===== config.mk =====
export PLATFORM = sky130hd
export DESIGN_NAME = vpnaq_ram
export DESIGN_NICKNAME = d
export VERILOG_FILES = /design/src/design/vpnaq_ram.sv
export SDC_FILE = /design/constraint.sdc
export NUM_CORES = 1
export LEC_CHECK = 0
export BUFFER_PORTS_ARGS = -buffer_cell sky130_fd_sc_hd__buf_2
export CORE_MARGIN = 2
export CORE_UTILIZATION = 45
export DETAILED_ROUTE_END_ITERATION = 12
export PLACE_DENSITY = 0.72
export SLEW_MARGIN = 15
export SYNTH_ARGS = -nofsm -noshare
export SYNTH_HDL_FRONTEND = slang
export SYNTH_SLANG_ARGS = --single-unit

===== constraint.sdc =====
create_clock -name clk -period 3.15 [get_ports clk]
set_input_delay 0.315 -clock clk [delete_from_list [all_inputs] [get_ports clk]]
set_output_delay 0.315 -clock clk [all_outputs]
set_load 0.005 [all_outputs]

===== src/design/vpnaq_ram.sv =====
`default_nettype none
// ----------------------------------------------------------------------------
// vpnaq_ram
// Generic simple dual-port RAM: one write port, one read port, registered read.
// ----------------------------------------------------------------------------
module vpnaq_ram #(
	parameter int WIDTH = 8,
	parameter int DEPTH = 16
) (
	input  wire logic                     clk,
	input  wire logic                     we,
	input  wire logic [$clog2(DEPTH)-1:0] waddr,
	input  wire logic [WIDTH-1:0]         wdata,
	input  wire logic                     re,
	input  wire logic [$clog2(DEPTH)-1:0] raddr,
	output      logic [WIDTH-1:0]         rdata
);

	logic [WIDTH-1:0] mem_q [DEPTH];

	always_ff @(posedge clk) begin
		if (we) begin
			mem_q[waddr] <= wdata;
		end
		if (re) begin
			rdata <= mem_q[raddr];
		end
	end

endmodule

`default_nettype wire


# Yosys cells after proc, flatten, opt, wreduce, memory -nomap -nowiden

Memory sizes are Yosys's and may differ from the RTL's. A register that Yosys moved wholly into a read port is not among the register bits.
Cells that the tools add are included.

Multiplexer cells: 2

Operators by type and width:

| kind              | number |
|---|---|
| 1-bit two-way mux | 2 |

Bits of input ports: 19
RAM bits: 128
Memories: 1
Flip-flop bits (word level): 0

Memories:

| name  | depth | bits a word | rd ports | clocked after Yosys merged registers in | wr ports | line | RTL |
|---|---|---|---|---|---|---|---|
| mem_q | 16    | 8           | 1        | 1                                       | 1        | 19   | `logic [WIDTH-1:0] mem_q [DEPTH];` |

# Longest topological paths before layout

Word-level depth: 2
Gate-level depth with buffers: 5
Depth with buffers taken out: 3

# Worst setup path before layout

OpenSTA, ideal clock, no wires.

Kind: input to register
From: input port waddr[2]
To: memory mem_q[0][0] (enable)
Stages on the path: 2
Setup slack: 1.342 ns
Arrival: 1.425 ns
Buffers on the path: 0
Cell sequence: or3b_2 -> nor3_1

RTL lines:

| element         | line | RTL |
|---|---|---|
| start, declared | 12   | `input wire logic [$clog2(DEPTH)-1:0] waddr,` |
| end, declared   | 19   |  |

No word-level cell before the write port.

==> qor.yml <==
status: "finished, final reports clean"
crit_buf_inv: 1
antennaDiodeCount: 0
drt-pass1-iter-count: 5
post_cts_buffers: 0
setup_viol: 0
cts_tree: "built"
relSlewSlack_pct: 35.5
period_needed_ns: 1.66
dieArea_mm2: 0.0125
slew_violations: 0
cts_sinks: 136
yosysUniqueCellTypes: 18
core_mm2: 0.0114
timing.hold.ws_ns: 0.266
pre_cts_ws_ns: 1.04
wl_mm: 9.94
cts_root_buf: "clkbuf_16"
critPathKind: "in2reg"
die-width_um: 112
ys_seq_area_share_pct: 78.1
post_drt_via_cell_ratio: 5.66
synthCells: 229
synthesis.area_mm2: 0.00523
max_freq_mhz: 601
drc: 0
via_count: 2407
register_area_mm2: 0.00408
cts_buffers: 17
final_design_area_no_fill_mm2: 0.00609
finalPower_mw: 4.16
worstMarginPinSlew_ns: 0.964
post_dp_cell_area_mm2: 0.00550
path_cells: "buf_2 -> mux4_1 -> a22oi_1 -> nand2_1"
rsz0062_at_grt: "false"
rows: 39
globalplace.congestion: 0.719
fillers: 865
cts_resized: 0
endpoint_kind: "flop"
critPathMaxFanout: 32
port_buffers: 26
grt_pass1_vias: 2504
clkLatencyLatePin_ns: 0.41
power.leakage_nw: 2.03
cts_max_level: 4
cts_buffer_depth: 2
synth_warnings: 0
syn_avg_cell_area_um2: 22.8
grtUsageTotal_pct: 17.2
drive_gt1_share_pct: 28.0
dpl.hpwl_mm: 6.12
cp.arrival_ns: 1.81
wire_per_inst_um: 23.4
drv_cap: 0
cts_hold_buf: 0
setup_ws_ns: 1.49
required_ns: 3.30
cp_top_family: "buffers and inverters"
placed_cells: 393
postRouteAntennaNets: 0
skew_ns: 0.00736
drtIter0Drc: 212
final-instance-count-excl-fill: 425
ys_ff_latch: 136
hold_violations: 0
gr-total-overflow: 0
grt_first_pass_wirelength_mm: 15.1
die_y_um: 112
holdCritPathClass: "in2reg"
start_util_pct: 46.0
fin_crit_sh_pct: 52.8
path_clk_slew_ns: 0.06
io_pins: 27
multi_input_area_mm2: 0.00106
finalSetupTns_ns: 0
syn_nets: 248
syn_to_final_growth_pct: 16.4
power.density_mw_per_mm2: 684
ir_drop_mv: 0.351
slowest_stage: "buf_2"
grt_max_degree: 33
final_util_pct: 53.5
final_nets: 288
grt_antenna_before_repair: 0
cpPeakStageDelay_ns: 0.61
start_kind: "primary input"
[flip-flops by register name, indices dropped and copies added, names as in the netlist]
name / count
mem_q: 128
rdata: 8
[layout make-up]
type	count	share of cell area [%]
Tap cell	143	2.94
Clock buffer	18	7.05
Sequential cell	136	67.1
Clock inverter	14	2.57
Timing Repair Buffer	31	2.96
Multi-Input combinational cell	83	17.4
[worst register-to-register path, stage by stage, from the launching register on]
cell and delay, ns:
edfxtp_1 0.39, mux4_1 0.54, a22oi_1 0.29, nand2_1 0.13
[cells in the final DEF (no fill, tap or decap), types with 2 or more instances in the layout]
cell	netlist	layout
nor3_1	4	4
nand3b_1	2	2
nor2_1	13	13
mux4_1	14	14
nand2_1	9	9
clkinv_2	0	5
clkinv_1	0	2
nand2b_1	2	2
clkbuf_16	0	17
a22oi_1	16	16
edfxtp_1	136	136
bufinv_16	0	3
clkinv_4	0	2
buf_4	1	4
mux4_2	18	18
buf_2	3	26
[final timing paths]
path          startpoint        to  slack, ns  depth (start not counted)
max             raddr[1]  rdata[0]       1.49                          4
min reg2reg  mem_q[7][1]  rdata[1]       0.75                          3
max reg2reg  mem_q[9][4]  rdata[4]       1.53                          3
min                   re  rdata[1]       0.27                          1
[power breakdown]
part	switching, mW	internal (mW)	total (mW)
registers	0.0113	2.04	2.05
clock network	0.697	1.23	1.93
logic	0.106	0.0736	0.179
total	0.814	3.35	4.16
[cell families (layout without fill, tap and decap cells)]
logic type | count (synthesis) | in the layout | share of synthesized area [%]
mux | 32 | 32 | 14.8
simple gates | 35 | 35 | 3.14
flops | 136 | 136 | 78.1
compound gates | 16 | 16 | 2.30
buf+inv | 10 | 63 | 1.65
[layer usage]
layer,GRT usage (%),up-vias,wire (µm)
met5,0,-,0
met3,4.84,15,742
li1,-,1061,-
met1,25.0,1222,4250
met4,6.67,0,138
met2,25.2,109,4810
[cells in the mapped netlist]
library cell	number	area share [%]
and2_1	1	0.12
or3b_2	1	0.17
nand2_1	9	0.65
mux4_2	18	7.8
nand2b_1	2	0.24
buf_2	3	0.29
nor3_1	4	0.38
buf_6	3	0.65
nor2_1	13	0.93
a22oi_1	16	2.3
and2b_1	1	0.14
edfxtp_1	136	78
mux4_1	14	7.0
buf_4	1	0.14
clkdlybuf4s25_2	3	0.57
nor2b_1	1	0.12
nand3b_1	2	0.29
nand3_1	1	0.096
No activity file was read; power rests on OpenSTA's default activity.
