--- src/design/vpnaq_pkg.sv ---
`default_nettype none
// ----------------------------------------------------------------------------
// vpnaq_pkg
// Shared types and constants of the void point nearest atom query block.
// ----------------------------------------------------------------------------
package vpnaq_pkg;

	localparam int MAX_ATOMS  = 16384;
	localparam int COORD_BITS = 16;
	localparam int ADDR_BITS  = $clog2(MAX_ATOMS);
	localparam int CNT_BITS   = $clog2(MAX_ATOMS + 1);
	localparam int KIND_BITS  = 3;
	localparam int NUM_KINDS  = 7;
	localparam int RAD_BITS   = 32;
	localparam int SQ_BITS    = 2 * COORD_BITS;
	localparam int DSQ_BITS   = SQ_BITS;
	localparam int DIST_BITS  = 33;

	localparam logic [1:0] CMD_LOAD  = 2'd0;
	localparam logic [1:0] CMD_QUERY = 2'd1;
	localparam logic [1:0] CMD_CLEAR = 2'd2;

	localparam logic [DIST_BITS-1:0] BOX_SQ = DIST_BITS'(1) << (2 * COORD_BITS);

	typedef enum logic [1:0] {
		ST_IDLE,
		ST_WALK,
		ST_DRAIN,
		ST_DONE
	} state_t;

	typedef struct packed {
		logic                  active;
		logic [KIND_BITS-1:0]  kind;
		logic [COORD_BITS-1:0] z;
		logic [COORD_BITS-1:0] y;
		logic [COORD_BITS-1:0] x;
	} atom_t;

	typedef struct packed {
		logic                  valid;
		logic                  active;
		logic [KIND_BITS-1:0]  kind;
		logic [DSQ_BITS-1:0]   dsq;
	} dist_res_t;

endpackage

`default_nettype wire

--- src/design/vpnaq_dist.sv ---
`default_nettype none
// ----------------------------------------------------------------------------
// vpnaq_dist
// Shared distance unit: minimum-image squared distance, one atom a cycle,
// three stages (magnitude, square, sum).
// ----------------------------------------------------------------------------
module vpnaq_dist
	import vpnaq_pkg::*;
(
	input  wire logic                  clk,
	input  wire logic                  arst_n,
	input  wire logic                  in_valid,
	input  wire atom_t                 atom,
	input  wire logic [COORD_BITS-1:0] px,
	input  wire logic [COORD_BITS-1:0] py,
	input  wire logic [COORD_BITS-1:0] pz,
	output      dist_res_t             res,
	output      logic                  busy
);

	logic                  valid_s1, valid_s2, valid_s3;
	logic                  active_s1, active_s2, active_s3;
	logic [KIND_BITS-1:0]  kind_s1, kind_s2, kind_s3;
	logic [COORD_BITS-1:0] mag_s1 [3];
	logic [SQ_BITS-1:0]    sq_s2 [3];
	logic [DSQ_BITS-1:0]   dsq_s3;
	logic [COORD_BITS-1:0] diff [3];

	// wrapping difference; a set sign bit means the other image is nearer
	always_comb begin
		diff[0] = px - atom.x;
		diff[1] = py - atom.y;
		diff[2] = pz - atom.z;
	end

	always_ff @(posedge clk or negedge arst_n) begin
		if (!arst_n) begin
			valid_s1 <= 1'b0;
			valid_s2 <= 1'b0;
			valid_s3 <= 1'b0;
		end else begin
			valid_s1 <= in_valid;
			valid_s2 <= valid_s1;
			valid_s3 <= valid_s2;
		end
	end

	always_ff @(posedge clk) begin
		for (int a = 0; a < 3; a++) begin
			mag_s1[a] <= diff[a][COORD_BITS-1] ? (COORD_BITS'(0) - diff[a]) : diff[a];
			sq_s2[a]  <= SQ_BITS'(mag_s1[a]) * SQ_BITS'(mag_s1[a]);
		end
		active_s1 <= atom.active;
		kind_s1   <= atom.kind;
		active_s2 <= active_s1;
		kind_s2   <= kind_s1;
		active_s3 <= active_s2;
		kind_s3   <= kind_s2;
		// each square is at most 2^(2*COORD_BITS-2), so the sum fits
		dsq_s3    <= sq_s2[0] + sq_s2[1] + sq_s2[2];
	end

	assign res.valid  = valid_s3;
	assign res.active = active_s3;
	assign res.kind   = kind_s3;
	assign res.dsq    = dsq_s3;
	assign busy       = valid_s1 | valid_s2 | valid_s3;

endmodule

`default_nettype wire

--- config.mk ---
export PLATFORM = sky130hd
export DESIGN_NAME = vpnaq_dist
export DESIGN_NICKNAME = d
export VERILOG_FILES = /design/src/design/vpnaq_pkg.sv /design/src/design/vpnaq_dist.sv
export SDC_FILE = /design/constraint.sdc
export NUM_CORES = 2
export LEC_CHECK = 0
export BUFFER_PORTS_ARGS = -buffer_cell sky130_fd_sc_hd__buf_2
export CORE_ASPECT_RATIO = 0.5
export CORE_UTILIZATION = 44
export DETAILED_ROUTE_END_ITERATION = 10
export MAX_ROUTING_LAYER = met4
export REMOVE_ABC_BUFFERS = 1
export SLEW_MARGIN = 20
export SYNTH_ARGS = -nofsm -noshare
export SYNTH_HDL_FRONTEND = slang
export SYNTH_SLANG_ARGS = --single-unit
--- constraint.sdc ---
create_clock -name clk -period 6.3 [get_ports clk]
set_clock_uncertainty 0.1 [all_clocks]
set_input_delay 0 -clock clk [delete_from_list [all_inputs] [get_ports clk]]
set_output_delay 0 -clock clk [all_outputs]
set_load 0.01 [all_outputs]
# --- After elaboration in Yosys (flattened, before gate mapping) ---
# Memory sizes are Yosys's and may differ from the RTL's.
# Index checks and enable logic that the tools add are counted.
op_classes:
  n_addsub: 8
  mul: 3
  n_mux: 3
  bitwise: 2
op_table:
  columns: ["op", "n"]
  rows:
  - ["$mul A16 B16 Y32", 3]
  - ["$add A32 B32 Y32", 2]
  - ["$mux W16", 3]
  - ["$sub A1 B16 Y16 const A", 3]
  - ["$sub A16 B16 Y16", 3]
  - ["$or A1 B1 Y1", 2]
totals:
  regBits: 47
  ram_bits: 144
  input_bits: 103
  word_cells: 28
  mem_count: 2
memory_table:
  columns: ["name", "depth", "width", "rd", "rd_ports_with_merged_regs", "wr", "line_no", "text"]
  rows:
  - ["sq_s2", 3, 32, 3, 0, 3, "vpnaq_dist.sv:25", "logic [SQ_BITS-1:0] sq_s2 [3];"]
  - ["mag_s1", 3, 16, 3, 0, 3, "vpnaq_dist.sv:24", "logic [COORD_BITS-1:0] mag_s1 [3];"]

# --- Longest topological paths before layout ---
depth:
  word_depth: 3
  ltp_mapped: 24
  ltp_nobuf: 23

# --- Worst setup path before layout ---
# Ideal clock, no wire load.
synth_path:
  path_kind: "reg2reg"
  startpoint: "mem mag_s1[0][1]"
  endpoint: "mem sq_s2[0][30] in the netlist's numbering"
  setup_ps: 127
  t_arrival_ps: 5845
  t_required_ps: 6073
  path_slack_ps: 228
  path_stages_with_launch: 22
  path_buffers: 2
  period_less_slack_ps: 6072
  path_cell_list: "dfxtp_1 clkbuf_1 clkbuf_1 nand2_1 fa_1 fa_1 inv_1 fa_1 inv_1 fa_1 fa_1 inv_1 fa_1 ha_1 a21o_1 a21o_1 a21o_1 a221o_1 a41oi_1 o211a_1 nor3_1 or3b_1"
synth_lines:
  columns: ["item", "line_no"]
  rows:
  - ["start: declaration", "vpnaq_dist.sv:24"]
  - ["end: declaration", "vpnaq_dist.sv:25"]

==> results_dict.tcl <==
set metrics [dict create \
    synth_top_family_by_area "adder cells" \
    cts_max_path_buffers 2 \
    cpLargestDelayFamily "adder cells" \
    num_vias 22900 \
    ys_warn_count 0 \
    synth_edf_count 0 \
    cts.sinks 188 \
    drv_cap 0 \
    min-delay-path-class "primary input to flop" \
    root_buffer "clkbuf_16" \
    synth.mux.area_fraction_pct 0.211 \
    ys_ff_latch 188 \
    timing.final.crit_share_pct 96.4 \
    wl_per_cell_um 15.6 \
    drtPass1Iterations 5 \
    groute.usage.overall_pct 22.0 \
    max_freq_mhz 165 \
    wl_met2_um 32200 \
    stdcell_count 4604 \
    area_delta_synth_final_pct 11.6 \
    clk_pin_slew_ns 0.09 \
    crit_type "flop to flop" \
    routed_wirelength_um 71700 \
    cp.buffers_inverters 5 \
    synthXorXnorAreaFrac_pct 5.90 \
    worstSkewPairLatency_ns 0.49 \
    first_global_vias 23800 \
    cp_common_cell "fa_1" \
    worst-path-max-fanout 7 \
    dpl_cell_area_mm2 0.0332 \
    die_y_um 189 \
    wl_met1_um 34800 \
    slowest_stage "fa_1" \
    die_area_mm2 0.0713 \
    post-dp-hpwl_um 62500 \
    die_w_um 377 \
    async_flop_share_pct 1.60 \
    h-tree-depth 4 \
    layout_common_cells "inv_1 (820), fa_1 (520), ha_1 (375)" \
    slew_viol_final 0 \
    worstPathRequired_ns 6.58 \
    drc_errors 0 \
    drt_iter0_markers 1146 \
    worstPathCellList "and2_2 -> fa_1 -> inv_1 -> fa_1 -> inv_1 -> fa_1 -> inv_1 -> fa_1 -> fa_1 -> fa_1 -> inv_1 -> ha_1 -> a21o_1 -> a21o_1 -> a21o_1 -> a221o_1 -> a41oi_2 -> buf_4 -> o211a_1 -> nor3_1 -> or3b_1" \
    endpoint_kind "flop" \
    core_area_mm2 0.0692 \
    ant_nets 0 \
    final_common_cell "inv_1" \
    grt_pass1_wl_um 121000 \
    place.gp.congestion 0.918 \
    status "complete, no violations" \
    antenna_found_initial 3 \
    grt_max_degree 25 \
    viasPerCell 4.98 \
    final_area_mm2 0.0345 \
    period_needed_ns 6.07 \
    numCtsBuffers 17 \
    wl_met3_um 3390 \
    dp_cells 4528 \
    synth-simple-area-share_pct 12.1 \
    worstPathArrival_ns 6.35 \
    setup_viol 0 \
    synth_area_mm2 0.0309 \
    critPathLaunchType "flop" \
    ys.flop_type "dfxtp_1" \
    syn_inst 3409 \
    ys_types 77 \
    seq_area_frac_synth_pct 12.2 \
    port_buffers 140 \
    grt_overflow 0 \
    layout.nets 4645 \
    synth-compound-area-share_pct 9.73 \
    initial_core_util_pct 44.6 \
    hold_viol 0 \
    whs_ns 0.0291 \
    rsz0062_at_grt "yes" \
    layout-drive-gt1-share_pct 9.79 \
    cts_tree "yes" \
    synthAdderAreaFrac_pct 49.0 \
    rows 68 \
    slew_headroom_pct 41.9 \
    io_pins 141 \
    fill_cells 6585 \
    worst_pin_slew_ns 0.870 \
    max_stage_delay_ns 0.55 \
    top_layer "met4" \
    postSynthAreaPerCell_um2 9.05 \
]
## synthesized netlist by cell type, types with 18 or more instances
| cell type | number | area share (%) |
|---|---|---|
| a21o_1 | 51 | 1.2 |
| nand2b_1 | 21 | 0.43 |
| clkbuf_1 | 62 | 0.75 |
| nand2_1 | 280 | 3.4 |
| a211oi_1 | 29 | 0.71 |
| o21bai_1 | 23 | 0.56 |
| dfxtp_1 | 185 | 12 |
| o21ai_0 | 85 | 1.4 |
| and3_1 | 23 | 0.47 |
| nor2b_1 | 25 | 0.51 |
| ha_1 | 377 | 15 |
| o21a_1 | 18 | 0.44 |
| inv_1 | 821 | 10 |
| nor2_1 | 132 | 1.6 |
| a21oi_1 | 129 | 2.1 |
| fa_1 | 520 | 34 |
| a31oi_1 | 19 | 0.39 |
| nand3_1 | 32 | 0.52 |
| xor2_1 | 69 | 2.0 |
| nor3_1 | 50 | 0.81 |
| xnor2_1 | 139 | 3.9 |
| and2_1 | 133 | 2.7 |
## final timing paths
path / startpoint / end / slack, ns / cells after the start
worst min register to register: kind_s2[0] / kind_s3[0] / 0.22 / 0
max in group asynchronous: arst_n / valid_s2 / 5.68 / 3
worst max-delay path: mag_s1[0][1] / sq_s2[0][30] / 0.23 / 21
min in group asynchronous: arst_n / valid_s1 / 0.28 / 3
worst max register to register: mag_s1[0][1] / sq_s2[0][30] / 0.23 / 21
worst min-delay path: px[7] / mag_s1[0][7] / 0.03 / 4
## area by class of cell
class | instances | area, um^2 | share of cell area, %
antenna | 1 | 2.50 | 0.00726
clock buffer | 17 | 425 | 1.23
clock inverter | 15 | 226 | 0.657
inverter | 821 | 3080 | 8.94
multi-input combinational | 2336 | 23900 | 69.2
sequential | 188 | 3810 | 11.1
tap | 945 | 1180 | 3.43
timing repair buffer | 281 | 1860 | 5.41
## metal layers
| layer | up-vias | global-route usage, % |
|---|---|---|
| li1 | 11100 | - |
| met4 | 0 | 4.99 |
| met5 | - | - |
| met2 | 437 | 33.9 |
| met3 | 61 | 3.45 |
| met1 | 11300 | 30.4 |
## timing repair
action,CTS,global route
setup endpoints to repair,2,30
pin swaps,0,4
buffers inserted,0,6
hold buffers,37,0
endpoints found under the hold margin,31,0
gates resized for setup,3,50
cloned,0,0
## worst min-delay path: cells and delay by family
kind,cells,cell delay [ns]
XOR/XNOR,2,0.31
buffers and inverters,1,0.08
adder cells (fa/ha/maj),1,0.17
## cells by family (layout without fill, tap and decap cells)
| logic type | Yosys count | in the layout |
|---|---|---|
| fa+ha+maj | 897 | 897 |
| other cells | 1 | 4 |
| compound gates | 455 | 455 |
| simple gates | 767 | 767 |
| buf+inv | 887 | 1134 |
| mux | 6 | 6 |
| xor+xnor | 208 | 208 |
| flops | 188 | 188 |
## flip-flops by register name, indices dropped and copies added, names as in the netlist
signal	count
valid_s2	1
sq_s2	93
dsq_s3	32
active_s1	1
mag_s1	48
kind_s2	3
kind_s3	3
valid_s1	1
valid_s3	1
active_s3	1
active_s2	1
kind_s1	3
## per-stage QoR
step	setup WS (ns)	utilization (%)	setup TNS [ns]
floorplan	0.334	-	0
global placement	-0.260	48.1	-0.260
detailed placement	-0.252	48.1	-0.252
CTS	0.00960	49.6	0
global route	-0.0388	49.8	-0.0684
finish	0.228	49.8	0
Power is left out: the tool's default activity adds up to more than one toggle a clock period on the data nets, which glitch-free logic cannot reach.
